==> src/gbn_pkg.sv <==
// ----------------------------------------------------------------------------
// gbn_pkg
// Shared constants, types and command codes of the go-back-N sender window.
// ----------------------------------------------------------------------------
package gbn_pkg;

  localparam int unsigned WINDOW      = 4;
  localparam int unsigned QUEUE_DEPTH = 16;

  // the window can never reach past the end of the queue
  localparam int unsigned SPAN_MAX = (WINDOW < QUEUE_DEPTH) ? WINDOW : QUEUE_DEPTH;

  localparam int unsigned CMD_W    = 2;
  localparam int unsigned SEQ_W    = 32;
  localparam int unsigned HANDLE_W = 8;
  localparam int unsigned LEN_W    = 11;

  localparam int unsigned IDX_W   = $clog2(QUEUE_DEPTH);
  localparam int unsigned COUNT_W = $clog2(QUEUE_DEPTH + 1);
  localparam int unsigned KW      = $clog2(SPAN_MAX + 1);

  typedef enum logic [CMD_W-1:0] {
    CMD_SEND    = 2'd0,
    CMD_TIMEOUT = 2'd1,
    CMD_ACK     = 2'd2
  } cmd_e;

  typedef struct packed {
    logic [SEQ_W-1:0]    seq;
    logic [HANDLE_W-1:0] handle;
    logic [LEN_W-1:0]    len;
  } entry_t;

endpackage

==> src/gbn_in_if.sv <==
// ----------------------------------------------------------------------------
// gbn_in_if
// Command channel of the sender window: valid/ready with command payload.
// ----------------------------------------------------------------------------
interface gbn_in_if;
  import gbn_pkg::*;

  logic                valid;
  logic                ready;
  logic [CMD_W-1:0]    cmd;
  logic [SEQ_W-1:0]    seq_num;
  logic [HANDLE_W-1:0] frame_handle;
  logic [LEN_W-1:0]    frame_len;

  modport source (output valid, output cmd, output seq_num, output frame_handle,
                  output frame_len, input ready);
  modport sink   (input valid, input cmd, input seq_num, input frame_handle,
                  input frame_len, output ready);
endinterface

==> src/gbn_out_if.sv <==
// ----------------------------------------------------------------------------
// gbn_out_if
// Transmit channel of the sender window: valid/ready with frame descriptor.
// ----------------------------------------------------------------------------
interface gbn_out_if;
  import gbn_pkg::*;

  logic                valid;
  logic                ready;
  logic [HANDLE_W-1:0] tx_handle;
  logic [LEN_W-1:0]    tx_len;
  logic [SEQ_W-1:0]    tx_seq;
  logic                is_last;
  logic                dropped;

  modport source (output valid, output tx_handle, output tx_len, output tx_seq,
                  output is_last, output dropped, input ready);
  modport sink   (input valid, input tx_handle, input tx_len, input tx_seq,
                  input is_last, input dropped, output ready);
endinterface

==> src/gbn_cell.sv <==
// ----------------------------------------------------------------------------
// gbn_cell
// One slot of the pending-frame chain: loads a new frame or takes its
// neighbor's frame when the chain advances toward the head.
// ----------------------------------------------------------------------------
module gbn_cell (
  input  logic            clk_i,
  input  logic            load_i,
  input  logic            shift_i,
  input  gbn_pkg::entry_t load_data_i,
  input  gbn_pkg::entry_t next_i,
  output gbn_pkg::entry_t data_o
);
  import gbn_pkg::*;

  entry_t data_q;

  always_ff @(posedge clk_i) begin
    if (load_i) begin
      data_q <= load_data_i;
    end else if (shift_i) begin
      data_q <= next_i;
    end
  end

  assign data_o = data_q;

endmodule

==> src/go_back_n_arq_sender.sv <==
// ----------------------------------------------------------------------------
// go_back_n_arq_sender
// Go-back-N sender window over a chain of pending-frame cells.
// ----------------------------------------------------------------------------
// Pending frames sit in a row of cells with the oldest frame always in the
// first cell; retiring a frame moves the whole row one cell toward the head.
// Commands are taken one at a time. A timeout resends every frame in the
// window from the head. An acknowledgement first retires the frames up to
// its match, the chain advancing one cell per cycle, and then admits further
// frames into the window. Result beats wait on the transmit channel while
// the sink holds ready low.
// The ack search compares all window cells against the ack number at once.
module go_back_n_arq_sender (
  input  logic     clk_i,
  input  logic     rst_ni,
  gbn_in_if.sink   in_i,
  gbn_out_if.source out_o
);
  import gbn_pkg::*;

  typedef enum logic [2:0] {
    ST_IDLE,
    ST_EXEC,
    ST_RETIRE,
    ST_ADMIT,
    ST_EMIT
  } state_e;

  state_e               state_q;
  cmd_e                 cmd_q;
  logic [SEQ_W-1:0]     seq_q;
  logic [HANDLE_W-1:0]  handle_q;
  logic [LEN_W-1:0]     len_q;
  logic [COUNT_W-1:0]   count_q;
  logic [KW-1:0]        in_flight_q;
  logic [KW-1:0]        k_q;
  logic [KW-1:0]        end_q;
  logic [KW-1:0]        ret_q;
  logic                 adv_q;

  logic                 out_valid_q;
  logic [HANDLE_W-1:0]  tx_handle_q;
  logic [LEN_W-1:0]     tx_len_q;
  logic [SEQ_W-1:0]     tx_seq_q;
  logic                 is_last_q;
  logic                 dropped_q;

  entry_t               cell_data [QUEUE_DEPTH];
  entry_t               new_entry;
  entry_t               emit_entry;
  logic                 load_en;
  logic                 shift_en;
  logic                 out_free;
  logic                 out_load;
  logic                 full;
  logic [COUNT_W-1:0]   span_c;
  logic [KW-1:0]        span_k;
  logic [KW-1:0]        k_next;
  logic                 hit_any;
  logic [KW-1:0]        hit_ret;

  assign out_free  = !out_valid_q || out_o.ready;
  assign full      = (count_q == COUNT_W'(QUEUE_DEPTH));
  assign span_c    = (count_q < COUNT_W'(SPAN_MAX)) ? count_q : COUNT_W'(SPAN_MAX);
  assign span_k    = KW'(span_c);
  assign k_next    = k_q + KW'(1);
  assign new_entry = '{seq: seq_q, handle: handle_q, len: len_q};
  assign emit_entry = cell_data[IDX_W'(k_q)];

  assign load_en  = (state_q == ST_EXEC) && (cmd_q == CMD_SEND) && out_free && !full;
  assign shift_en = (state_q == ST_RETIRE);

  // a new result beat enters the output register this cycle
  assign out_load = out_free &&
                    (((state_q == ST_EXEC) && (cmd_q == CMD_SEND) &&
                      (full || (in_flight_q < KW'(SPAN_MAX)))) ||
                     (state_q == ST_EMIT));

  // chain of pending-frame cells, head at index 0
  for (genvar i = 0; i < QUEUE_DEPTH; i++) begin : g_cell
    entry_t next_data;
    if (i == QUEUE_DEPTH - 1) begin : g_tail
      assign next_data = cell_data[i];
    end else begin : g_body
      assign next_data = cell_data[i+1];
    end
    gbn_cell u_cell (
      .clk_i      (clk_i),
      .load_i     (load_en && (count_q[IDX_W-1:0] == IDX_W'(i))),
      .shift_i    (shift_en),
      .load_data_i(new_entry),
      .next_i     (next_data),
      .data_o     (cell_data[i])
    );
  end

  // oldest window cell holding the ack number wins
  always_comb begin
    hit_any = 1'b0;
    hit_ret = '0;
    for (int j = SPAN_MAX - 1; j >= 0; j--) begin
      if ((KW'(j) < span_k) && (cell_data[j].seq == seq_q)) begin
        hit_any = 1'b1;
        hit_ret = KW'(j + 1);
      end
    end
  end

  always_ff @(posedge clk_i or negedge rst_ni) begin
    if (!rst_ni) begin
      state_q     <= ST_IDLE;
      cmd_q       <= CMD_SEND;
      count_q     <= '0;
      in_flight_q <= '0;
      k_q         <= '0;
      end_q       <= '0;
      ret_q       <= '0;
      adv_q       <= 1'b0;
      out_valid_q <= 1'b0;
    end else begin
      if (out_valid_q && out_o.ready && !out_load) begin
        out_valid_q <= 1'b0;
      end
      unique case (state_q)
        ST_IDLE: begin
          if (in_i.valid) begin
            cmd_q    <= cmd_e'(in_i.cmd);
            seq_q    <= in_i.seq_num;
            handle_q <= in_i.frame_handle;
            len_q    <= in_i.frame_len;
            state_q  <= ST_EXEC;
          end
        end
        ST_EXEC: begin
          unique case (cmd_q)
            CMD_SEND: begin
              if (out_free) begin
                if (full) begin
                  out_valid_q <= 1'b1;
                  tx_handle_q <= '0;
                  tx_len_q    <= '0;
                  tx_seq_q    <= '0;
                  is_last_q   <= 1'b1;
                  dropped_q   <= 1'b1;
                end else begin
                  count_q <= count_q + COUNT_W'(1);
                  if (in_flight_q < KW'(SPAN_MAX)) begin
                    in_flight_q <= in_flight_q + KW'(1);
                    out_valid_q <= 1'b1;
                    tx_handle_q <= handle_q;
                    tx_len_q    <= len_q;
                    tx_seq_q    <= seq_q;
                    is_last_q   <= 1'b1;
                    dropped_q   <= 1'b0;
                  end
                end
                state_q <= ST_IDLE;
              end
            end
            CMD_TIMEOUT: begin
              k_q     <= '0;
              end_q   <= span_k;
              adv_q   <= 1'b0;
              state_q <= (span_k == '0) ? ST_IDLE : ST_EMIT;
            end
            CMD_ACK: begin
              if (hit_any) begin
                ret_q   <= hit_ret;
                state_q <= ST_RETIRE;
              end else begin
                state_q <= ST_ADMIT;
              end
            end
            default: begin
              state_q <= ST_IDLE;
            end
          endcase
        end
        ST_RETIRE: begin
          count_q <= count_q - COUNT_W'(1);
          if (in_flight_q != '0) begin
            in_flight_q <= in_flight_q - KW'(1);
          end
          ret_q <= ret_q - KW'(1);
          if (ret_q == KW'(1)) begin
            state_q <= ST_ADMIT;
          end
        end
        ST_ADMIT: begin
          k_q     <= in_flight_q;
          end_q   <= span_k;
          adv_q   <= 1'b1;
          state_q <= (in_flight_q < span_k) ? ST_EMIT : ST_IDLE;
        end
        ST_EMIT: begin
          if (out_free) begin
            out_valid_q <= 1'b1;
            tx_handle_q <= emit_entry.handle;
            tx_len_q    <= emit_entry.len;
            tx_seq_q    <= emit_entry.seq;
            is_last_q   <= (k_next == end_q);
            dropped_q   <= 1'b0;
            k_q         <= k_next;
            if (adv_q) begin
              in_flight_q <= in_flight_q + KW'(1);
            end
            if (k_next == end_q) begin
              state_q <= ST_IDLE;
            end
          end
        end
        default: begin
          state_q <= ST_IDLE;
        end
      endcase
    end
  end

  assign in_i.ready      = (state_q == ST_IDLE);
  assign out_o.valid     = out_valid_q;
  assign out_o.tx_handle = tx_handle_q;
  assign out_o.tx_len    = tx_len_q;
  assign out_o.tx_seq    = tx_seq_q;
  assign out_o.is_last   = is_last_q;
  assign out_o.dropped   = dropped_q;

endmodule

==> src/flat_wrapper.sv <==
// flat-port wrapper written by rule: the top's interface ports become plain ports
module go_back_n_arq_sender_flat import gbn_pkg::*;
  (clk_i, rst_ni, in_i_valid, in_i_cmd, in_i_seq_num, in_i_frame_handle, in_i_frame_len, in_i_ready, out_o_valid, out_o_tx_handle, out_o_tx_len, out_o_tx_seq, out_o_is_last, out_o_dropped, out_o_ready);
  gbn_in_if in_i_i ();
  gbn_out_if out_o_i ();
  input  logic clk_i;
  input  logic rst_ni;
  input wire logic [$bits(in_i_i.valid)-1:0] in_i_valid;
  input wire logic [$bits(in_i_i.cmd)-1:0] in_i_cmd;
  input wire logic [$bits(in_i_i.seq_num)-1:0] in_i_seq_num;
  input wire logic [$bits(in_i_i.frame_handle)-1:0] in_i_frame_handle;
  input wire logic [$bits(in_i_i.frame_len)-1:0] in_i_frame_len;
  output wire logic [$bits(in_i_i.ready)-1:0] in_i_ready;
  output wire logic [$bits(out_o_i.valid)-1:0] out_o_valid;
  output wire logic [$bits(out_o_i.tx_handle)-1:0] out_o_tx_handle;
  output wire logic [$bits(out_o_i.tx_len)-1:0] out_o_tx_len;
  output wire logic [$bits(out_o_i.tx_seq)-1:0] out_o_tx_seq;
  output wire logic [$bits(out_o_i.is_last)-1:0] out_o_is_last;
  output wire logic [$bits(out_o_i.dropped)-1:0] out_o_dropped;
  input wire logic [$bits(out_o_i.ready)-1:0] out_o_ready;
  assign in_i_i.valid = in_i_valid;
  assign in_i_i.cmd = in_i_cmd;
  assign in_i_i.seq_num = in_i_seq_num;
  assign in_i_i.frame_handle = in_i_frame_handle;
  assign in_i_i.frame_len = in_i_frame_len;
  assign in_i_ready = in_i_i.ready;
  assign out_o_valid = out_o_i.valid;
  assign out_o_tx_handle = out_o_i.tx_handle;
  assign out_o_tx_len = out_o_i.tx_len;
  assign out_o_tx_seq = out_o_i.tx_seq;
  assign out_o_is_last = out_o_i.is_last;
  assign out_o_dropped = out_o_i.dropped;
  assign out_o_i.ready = out_o_ready;
  go_back_n_arq_sender u_core (.clk_i(clk_i), .rst_ni(rst_ni), .in_i(in_i_i), .out_o(out_o_i));
endmodule
==> config.mk <==
export PLATFORM = sky130hd
export DESIGN_NAME = go_back_n_arq_sender_flat
export DESIGN_NICKNAME = d
export VERILOG_FILES = /design/src/gbn_pkg.sv /design/src/gbn_in_if.sv /design/src/gbn_out_if.sv /design/src/gbn_cell.sv /design/src/go_back_n_arq_sender.sv /design/src/flat_wrapper.sv
export SDC_FILE = /design/constraint.sdc
export NUM_CORES = 1
export LEC_CHECK = 0
export BUFFER_PORTS_ARGS = -buffer_cell sky130_fd_sc_hd__buf_4
export CELL_PAD_IN_SITES_DETAIL_PLACEMENT = 0
export CELL_PAD_IN_SITES_GLOBAL_PLACEMENT = 1
export CORE_MARGIN = 3
export CORE_UTILIZATION = 25
export CTS_CLUSTER_DIAMETER = 60
export CTS_CLUSTER_SIZE = 14
export DETAILED_ROUTE_END_ITERATION = 16
export PLACE_DENSITY = 0.47
export SLEW_MARGIN = 20
export SYNTH_ARGS = -nofsm -noshare
export SYNTH_HDL_FRONTEND = slang
export SYNTH_SLANG_ARGS = --single-unit
==> constraint.sdc <==
create_clock -name clk_i -period 11.5 [get_ports clk_i]
set_clock_uncertainty 0.05 [all_clocks]
set_input_delay 1.725 -clock clk_i [delete_from_list [all_inputs] [get_ports clk_i]]
set_output_delay 1.725 -clock clk_i [all_outputs]
set_load 0.1 [all_outputs]
### After elaboration in Yosys (flattened, before gate mapping)

Index checks and enable logic that the tools add are counted.

| cells by class | value |
|---|---|
| muxes and demuxes | 111 |
| reduce and logical (&&, ||, !) cells | 67 |
| eq/ne operators | 43 |
| bitwise operators | 1 |
| magnitude comparators | 8 |
| $add $sub $neg | 6 |

Operators by type and width:

| kind | count |
|---|---|
| $mux W51 | 32 |
| $bmux W51 S4 | 1 |
| $mux W32 | 5 |
| $eq A32 B32 Y1 | 4 |
| $mux W3 | 24 |
| $pmux W32 S2 | 1 |
| $mux W11 | 5 |
| $mux W8 | 5 |
| $reduce_bool A2 Y1 | 18 |
| $eq A4 B4 Y1 const B | 8 |
| $logic_and A1 B1 Y1 | 27 |
| $pmux W3 S3 | 3 |
| $mux W1 | 22 |
| $pmux W11 S2 | 1 |
| $eq A4 B3 Y1 const B | 4 |
| $pmux W8 S2 | 1 |
| $mux W5 | 3 |
| $pmux W3 S5 | 1 |
| $ne A2 B2 Y1 const B | 7 |
| $ne A2 B1 Y1 const B | 6 |
| $pmux W3 S2 | 2 |
| $pmux W5 S2 | 1 |
| $reduce_and A3 Y1 | 3 |
| $reduce_bool A3 Y1 | 3 |
| 32 further kinds | 49 |

| storage, ports and cells | value |
|---|---|
| logic and storage cells | 301 |
| input port bits | 57 |
| flip-flop bits (word level) | 944 |
| output and inout bits | 55 |

### Depth between registers and ports, before layout

| depth | value |
|---|---|
| depth in word-level cells | 13 |
| depth in mapped cells | 10 |
| depth with buffers taken out | 8 |

### Cells and area by module

Synthesis repeated with hierarchy kept, for this count alone.

| unflattened totals | value |
|---|---|
| cell total of the unflattened synthesis | 2549 |
| area, all modules | 48496.5 um^2 |

Modules (own cells, without submodules):

| module | seq. area each (um^2) | area each (um^2) | times used | cells an instance |
|---|---|---|---|---|
| gbn_cell | 1531.5 | 2407.3 | 16 | 109 |
| go_back_n_arq_sender | 3723.6 | 9979.6 | 1 | 805 |

### Worst setup path after synthesis

No wires, ideal clock.

| path | value |
|---|---|
| kind | in2reg |
| start point | input out_o_ready |
| end point | register u_core.g_cell[11].u_cell.data_q (netlist bit u_core.g_cell[11].u_cell.data_o[0]), enable pin |
| setup time | 0.530 ns |
| path slack | 4.890 ns |
| arrival time | 6.030 ns |
| data required time | 10.920 ns |
| path buffers | 1 |
| stages on the path | 5 |
| path through | nand2b_1 > and3_1 > buf_2 > nand3_1 > o21ai_0 |

| on the way | value |
|---|---|
| cells in the longest elaborated chain, start to end | 5 |

RTL lines:

| element | line | source |
|---|---|---|
| start: declaration | flat_wrapper.sv:20 | `input wire logic [$bits(out_o_i.ready)-1:0] out_o_ready;` |
| $logic_or A1 B1 Y1 | go_back_n_arq_sender.sv:62 | `assign out_free = !out_valid_q \|\| out_o.ready;` |
| $logic_and A1 B1 Y1 (2 in a row) | go_back_n_arq_sender.sv:70 | `assign load_en = (state_q == ST_EXEC) && (cmd_q == CMD_SEND) && out_free && !full;` |
| $logic_and A1 B1 Y1 | go_back_n_arq_sender.sv:89 | `.load_i (load_en && (count_q[IDX_W-1:0] == IDX_W'(i))),` |
| $reduce_bool A2 Y1 (no source line) | -- |  |
| end signal: assignment | gbn_cell.sv:20 | `data_q <= load_data_i;` |
| end signal: assignment | gbn_cell.sv:22 | `data_q <= next_i;` |
| end: declaration | gbn_cell.sv:16 | `entry_t data_q;` |

Every way passes these cells.
A chain may end at the register's enable or synchronous reset.

### Final worst setup path

| path | value |
|---|---|
| start point | input out_o_ready |
| end point | register u_core.g_cell[3].u_cell.data_q (netlist bit u_core.g_cell[3].u_cell.data_o[47]), enable pin |

| on the way | value |
|---|---|
| cells in the longest elaborated chain, start to end | 5 |

RTL lines:

| element | line |
|---|---|
| $logic_or A1 B1 Y1 | go_back_n_arq_sender.sv:62 |
| $logic_and A1 B1 Y1 (2 in a row) | go_back_n_arq_sender.sv:70 |
| $logic_and A1 B1 Y1 | go_back_n_arq_sender.sv:89 |
| $reduce_bool A2 Y1 (no source line) | -- |
| end signal: assignment | gbn_cell.sv:20 |
| end signal: assignment | gbn_cell.sv:22 |
| end: declaration | gbn_cell.sv:16 |

Every way passes these cells.

==> flow_summary_export.csv <==
group,metric,value,unit
timing,final.setup.tns,0,ns
critical_path,end_kind,"register",
routing,vias_per_cell,4.55,
finish,layout.nets,2682,
die,rows,152,
finish,final_cell_mix,"edfxtp_1 (920), mux2_2 (754), buf_4 (175), xor2_1 (117), clkbuf_16 (111)",
clock_tree,clock_latency,0.72,ns
global_routing,grt_max_degree,62,
power,power.total,11.8,mW
critical_path,cp_common_cell,"buf_4",
synth,synth_edf_count,920,
global_routing,grtUsageTotal,14.2,%
synth,synth_warnings,0,
finish,multi_input_area,0.0147,mm²
placed_design,io_buffers,111,
clock_tree,cts.repair.resized,0,
synth,seq_area_frac_synth,64.6,%
die,die_y,424,µm
clock_tree,htreeDepth,3,
synth,synthCells,2536,
die,die_x,424,µm
hold_path,hp-class,"register to register",
critical_path,critPathKind,"primary input to register",
critical_path,r2r_cells,6,
placed_design,gp_congestion,0.790,
synth,mappedNetlistArea,0.0437,mm²
global_routing,grt_pass1_vias,24600,
timing,fin_crit_sh,43.3,%
synth,synth_top_cell_area_share,63.2,%
routing,drc,0,
hold_path,min_to,"u_core.adv_q",
critical_path,r2r_slack,6.87,ns
synth,synth_nets,2607,
clock_tree,clk_pin_slew,0.06,ns
global_routing,antenna_found_initial,3,
die,pin_count,112,
power,p_leak,16.9,nW
routing,drtIter0Drc,1431,
routing,wl_per_cell,25.7,µm
critical_path,cp_top_family,"simple AND/OR/NAND/NOR gates",
die,start_util,25.3,%
synth,synth_area_leader_cell,"edfxtp_1",
synth,synthFlopType,"edfxtp_1",
routing,antenna_left,0,
critical_path,arrival,5.23,ns
timing,period_needed,4.98,ns
hold_path,hold_depth,2,
routing,vias,22800,
status,run_status,"completed",
synth,synth.area.top_cells,"edfxtp_1 (63%), mux2_2 (19%), mux4_2 (5.3%)",
placed_design,dpl.hpwl,77900,µm
critical_path,crit_fanout,51,
timing,maxSlewViolCount,0,
global_routing,grt_pass1_wl,186000,µm
finish,synthToLayoutAreaGrowth,16.6,%
clock_tree,cts.sinks,944,
critical_path,crit_chain,"buf_4, nand2b_1, and3_1, nand3_1, nor3_4, buf_4, or2_4",
finish,post-route-util,29.5,%
finish,final_common_cell,"edfxtp_1",
clock_tree,clk_path_buf_depth,3,
clock_tree,root_buffer,"clkbuf_16",
synth,syn_avg_cell_area,17.2,µm²
clock_tree,postCtsHoldBufs,0,
clock_tree,cts_tree,"yes",
finish,seq_area,0.0282,mm²
critical_path,reg2reg_from,"u_core.state_q[0]",
die,dieArea,0.180,mm²
timing,finalSetupViolCount,0,
placed_design,post-place-ws,5.73,ns
power,pwr_density_cell,231,mW/mm²
finish,nFillCells,17100,
critical_path,r2r-end,"u_core.g_cell[3].u_cell.data_o[47]",
timing,rsz0062_at_grt,"no",
critical_path,crit_buf_inv,2,
clock_tree,numCtsBuffers,109,
routing,routed_wl,129000,µm
synth,synth.distinct_cells,55,
hold_path,worstHoldStart,"u_core.adv_q",
critical_path,cp.required,11.75,ns
finish,drive_gt1_share,46.4,%
power,peakVddDrop,156,µV
global_routing,overflow,0,
synth,ys_seq_elements,944,
timing,worst_slack,6.52,ns
job,maxCapViolations,0,
critical_path,critPathLaunchType,"primary input",
timing,hold_viol_final,0,
critical_path,cpMaxStageDelayCell,"or2_4",
timing,tightestPinTransition,1.06,ns
timing,relSlewSlack,29.0,%
critical_path,crit_path_max_incr_delay,0.82,ns
timing,max_freq,201,MHz
clock_tree,post_cts_buffers,0,
routing,drt_pre_antenna_iters,5,
die,core,0.173,mm²
synth,ys_async_sr_fraction,2.54,%
==> tightest hold or removal path, cell delays in order, from the launching register on <==
cell	delay, ns
dfrtp_1	0.34
nand2_1	0.06
nand2_1	0.05
==> metrics by stage <==
stage          instances  cell area, µm²  hold WS, ns
5_1_grt             5011           51000        0.458
4_1_cts             5010           50900        0.434
6_report            5012           51000        0.432
3_5_place_dp        4809           47200        0.419
3_3_place_gp        4808           47200        0.427
2_1_floorplan       2536           43700        0.395
==> cell families after synthesis <==
group	share of synthesized area, %
AO/OA/AOI/OAI	1.26
XOR/XNOR	2.79
adder cells (fa/ha/maj)	0.435
buffers and inverters	2.31
flip-flops	64.6
multiplexers	26.3
AND/OR/NAND/NOR	2.33
==> worst max-delay path by stage <==
stage,from,endpoint,slack [ns],depth (start not counted)
3_5_place_dp,out_o_ready,u_core.g_cell[3].u_cell.data_o[49],5.73,7
4_1_cts,out_o_ready,u_core.g_cell[3].u_cell.data_o[47],6.47,7
2_1_floorplan,out_o_ready,u_core.g_cell[11].u_cell.data_o[0],4.89,5
5_1_grt,out_o_ready,u_core.g_cell[3].u_cell.data_o[47],6.32,7
6_report,out_o_ready,u_core.g_cell[3].u_cell.data_o[47],6.52,7
3_3_place_gp,out_o_ready,u_core.g_cell[3].u_cell.data_o[42],5.33,7
==> registers in the layout (all words and copies together), names as in the netlist <==
| register | cells |
|---|---|
| u_core.adv_q | 1 |
| u_core.cmd_q | 2 |
| u_core.count_q | 5 |
| u_core.end_q | 3 |
| u_core.g_cell.u_cell.data_o | 816 |
| u_core.handle_q | 8 |
| u_core.in_flight_q | 3 |
| u_core.k_q | 3 |
| u_core.len_q | 11 |
| u_core.out_o.dropped | 1 |
| u_core.out_o.is_last | 1 |
| u_core.out_o.tx_handle | 8 |
| u_core.out_o.tx_len | 11 |
| u_core.out_o.tx_seq | 32 |
| u_core.out_o.valid | 1 |
| u_core.ret_q | 3 |
| u_core.seq_q | 32 |
| u_core.state_q | 3 |
==> routing by layer <==
| metal | share of wire, % | track usage [%] |
|---|---|---|
| met4 | 2.2 | 3.91 |
| met1 | 45 | 18.9 |
| met2 | 49 | 24.1 |
| met3 | 3.3 | 1.92 |
| met5 | 0 | 0 |
==> power by group <==
| group | internal [mW] | switching (mW) | total (mW) |
|---|---|---|---|
| logic | 1.17 | 1.89 | 3.06 |
| registers | 4.66 | 0.433 | 5.09 |
| clock network | 2.06 | 1.55 | 3.61 |
==> cell usage after synthesis (9+ instances only) <==
cell      number
buf_2         77
buf_4         15
inv_1         13
o21ai_0       64
mux4_2       102
mux2_2       754
xor2_1       117
xnor2_1       22
a21oi_1       10
ha_1          12
nor4_1        30
nand4_1        9
mux2i_1       54
mux2_1        15
nand3_1       61
dfrtp_1       24
edfxtp_1     920
nand2_1       35
nor2_1        17
clkbuf_1     113
==> area by class of cell <==
cell class / count / share of cell area, %
tap: 2310 / 5.67
timing repair buffer: 177 / 2.65
sequential: 944 / 55.4
clock buffer: 120 / 5.52
inverter: 15 / 0.113
clock inverter: 81 / 1.77
antenna: 1 / 0.00491
multi-input combinational: 1364 / 28.9
(Power assumes the default switching activity.)
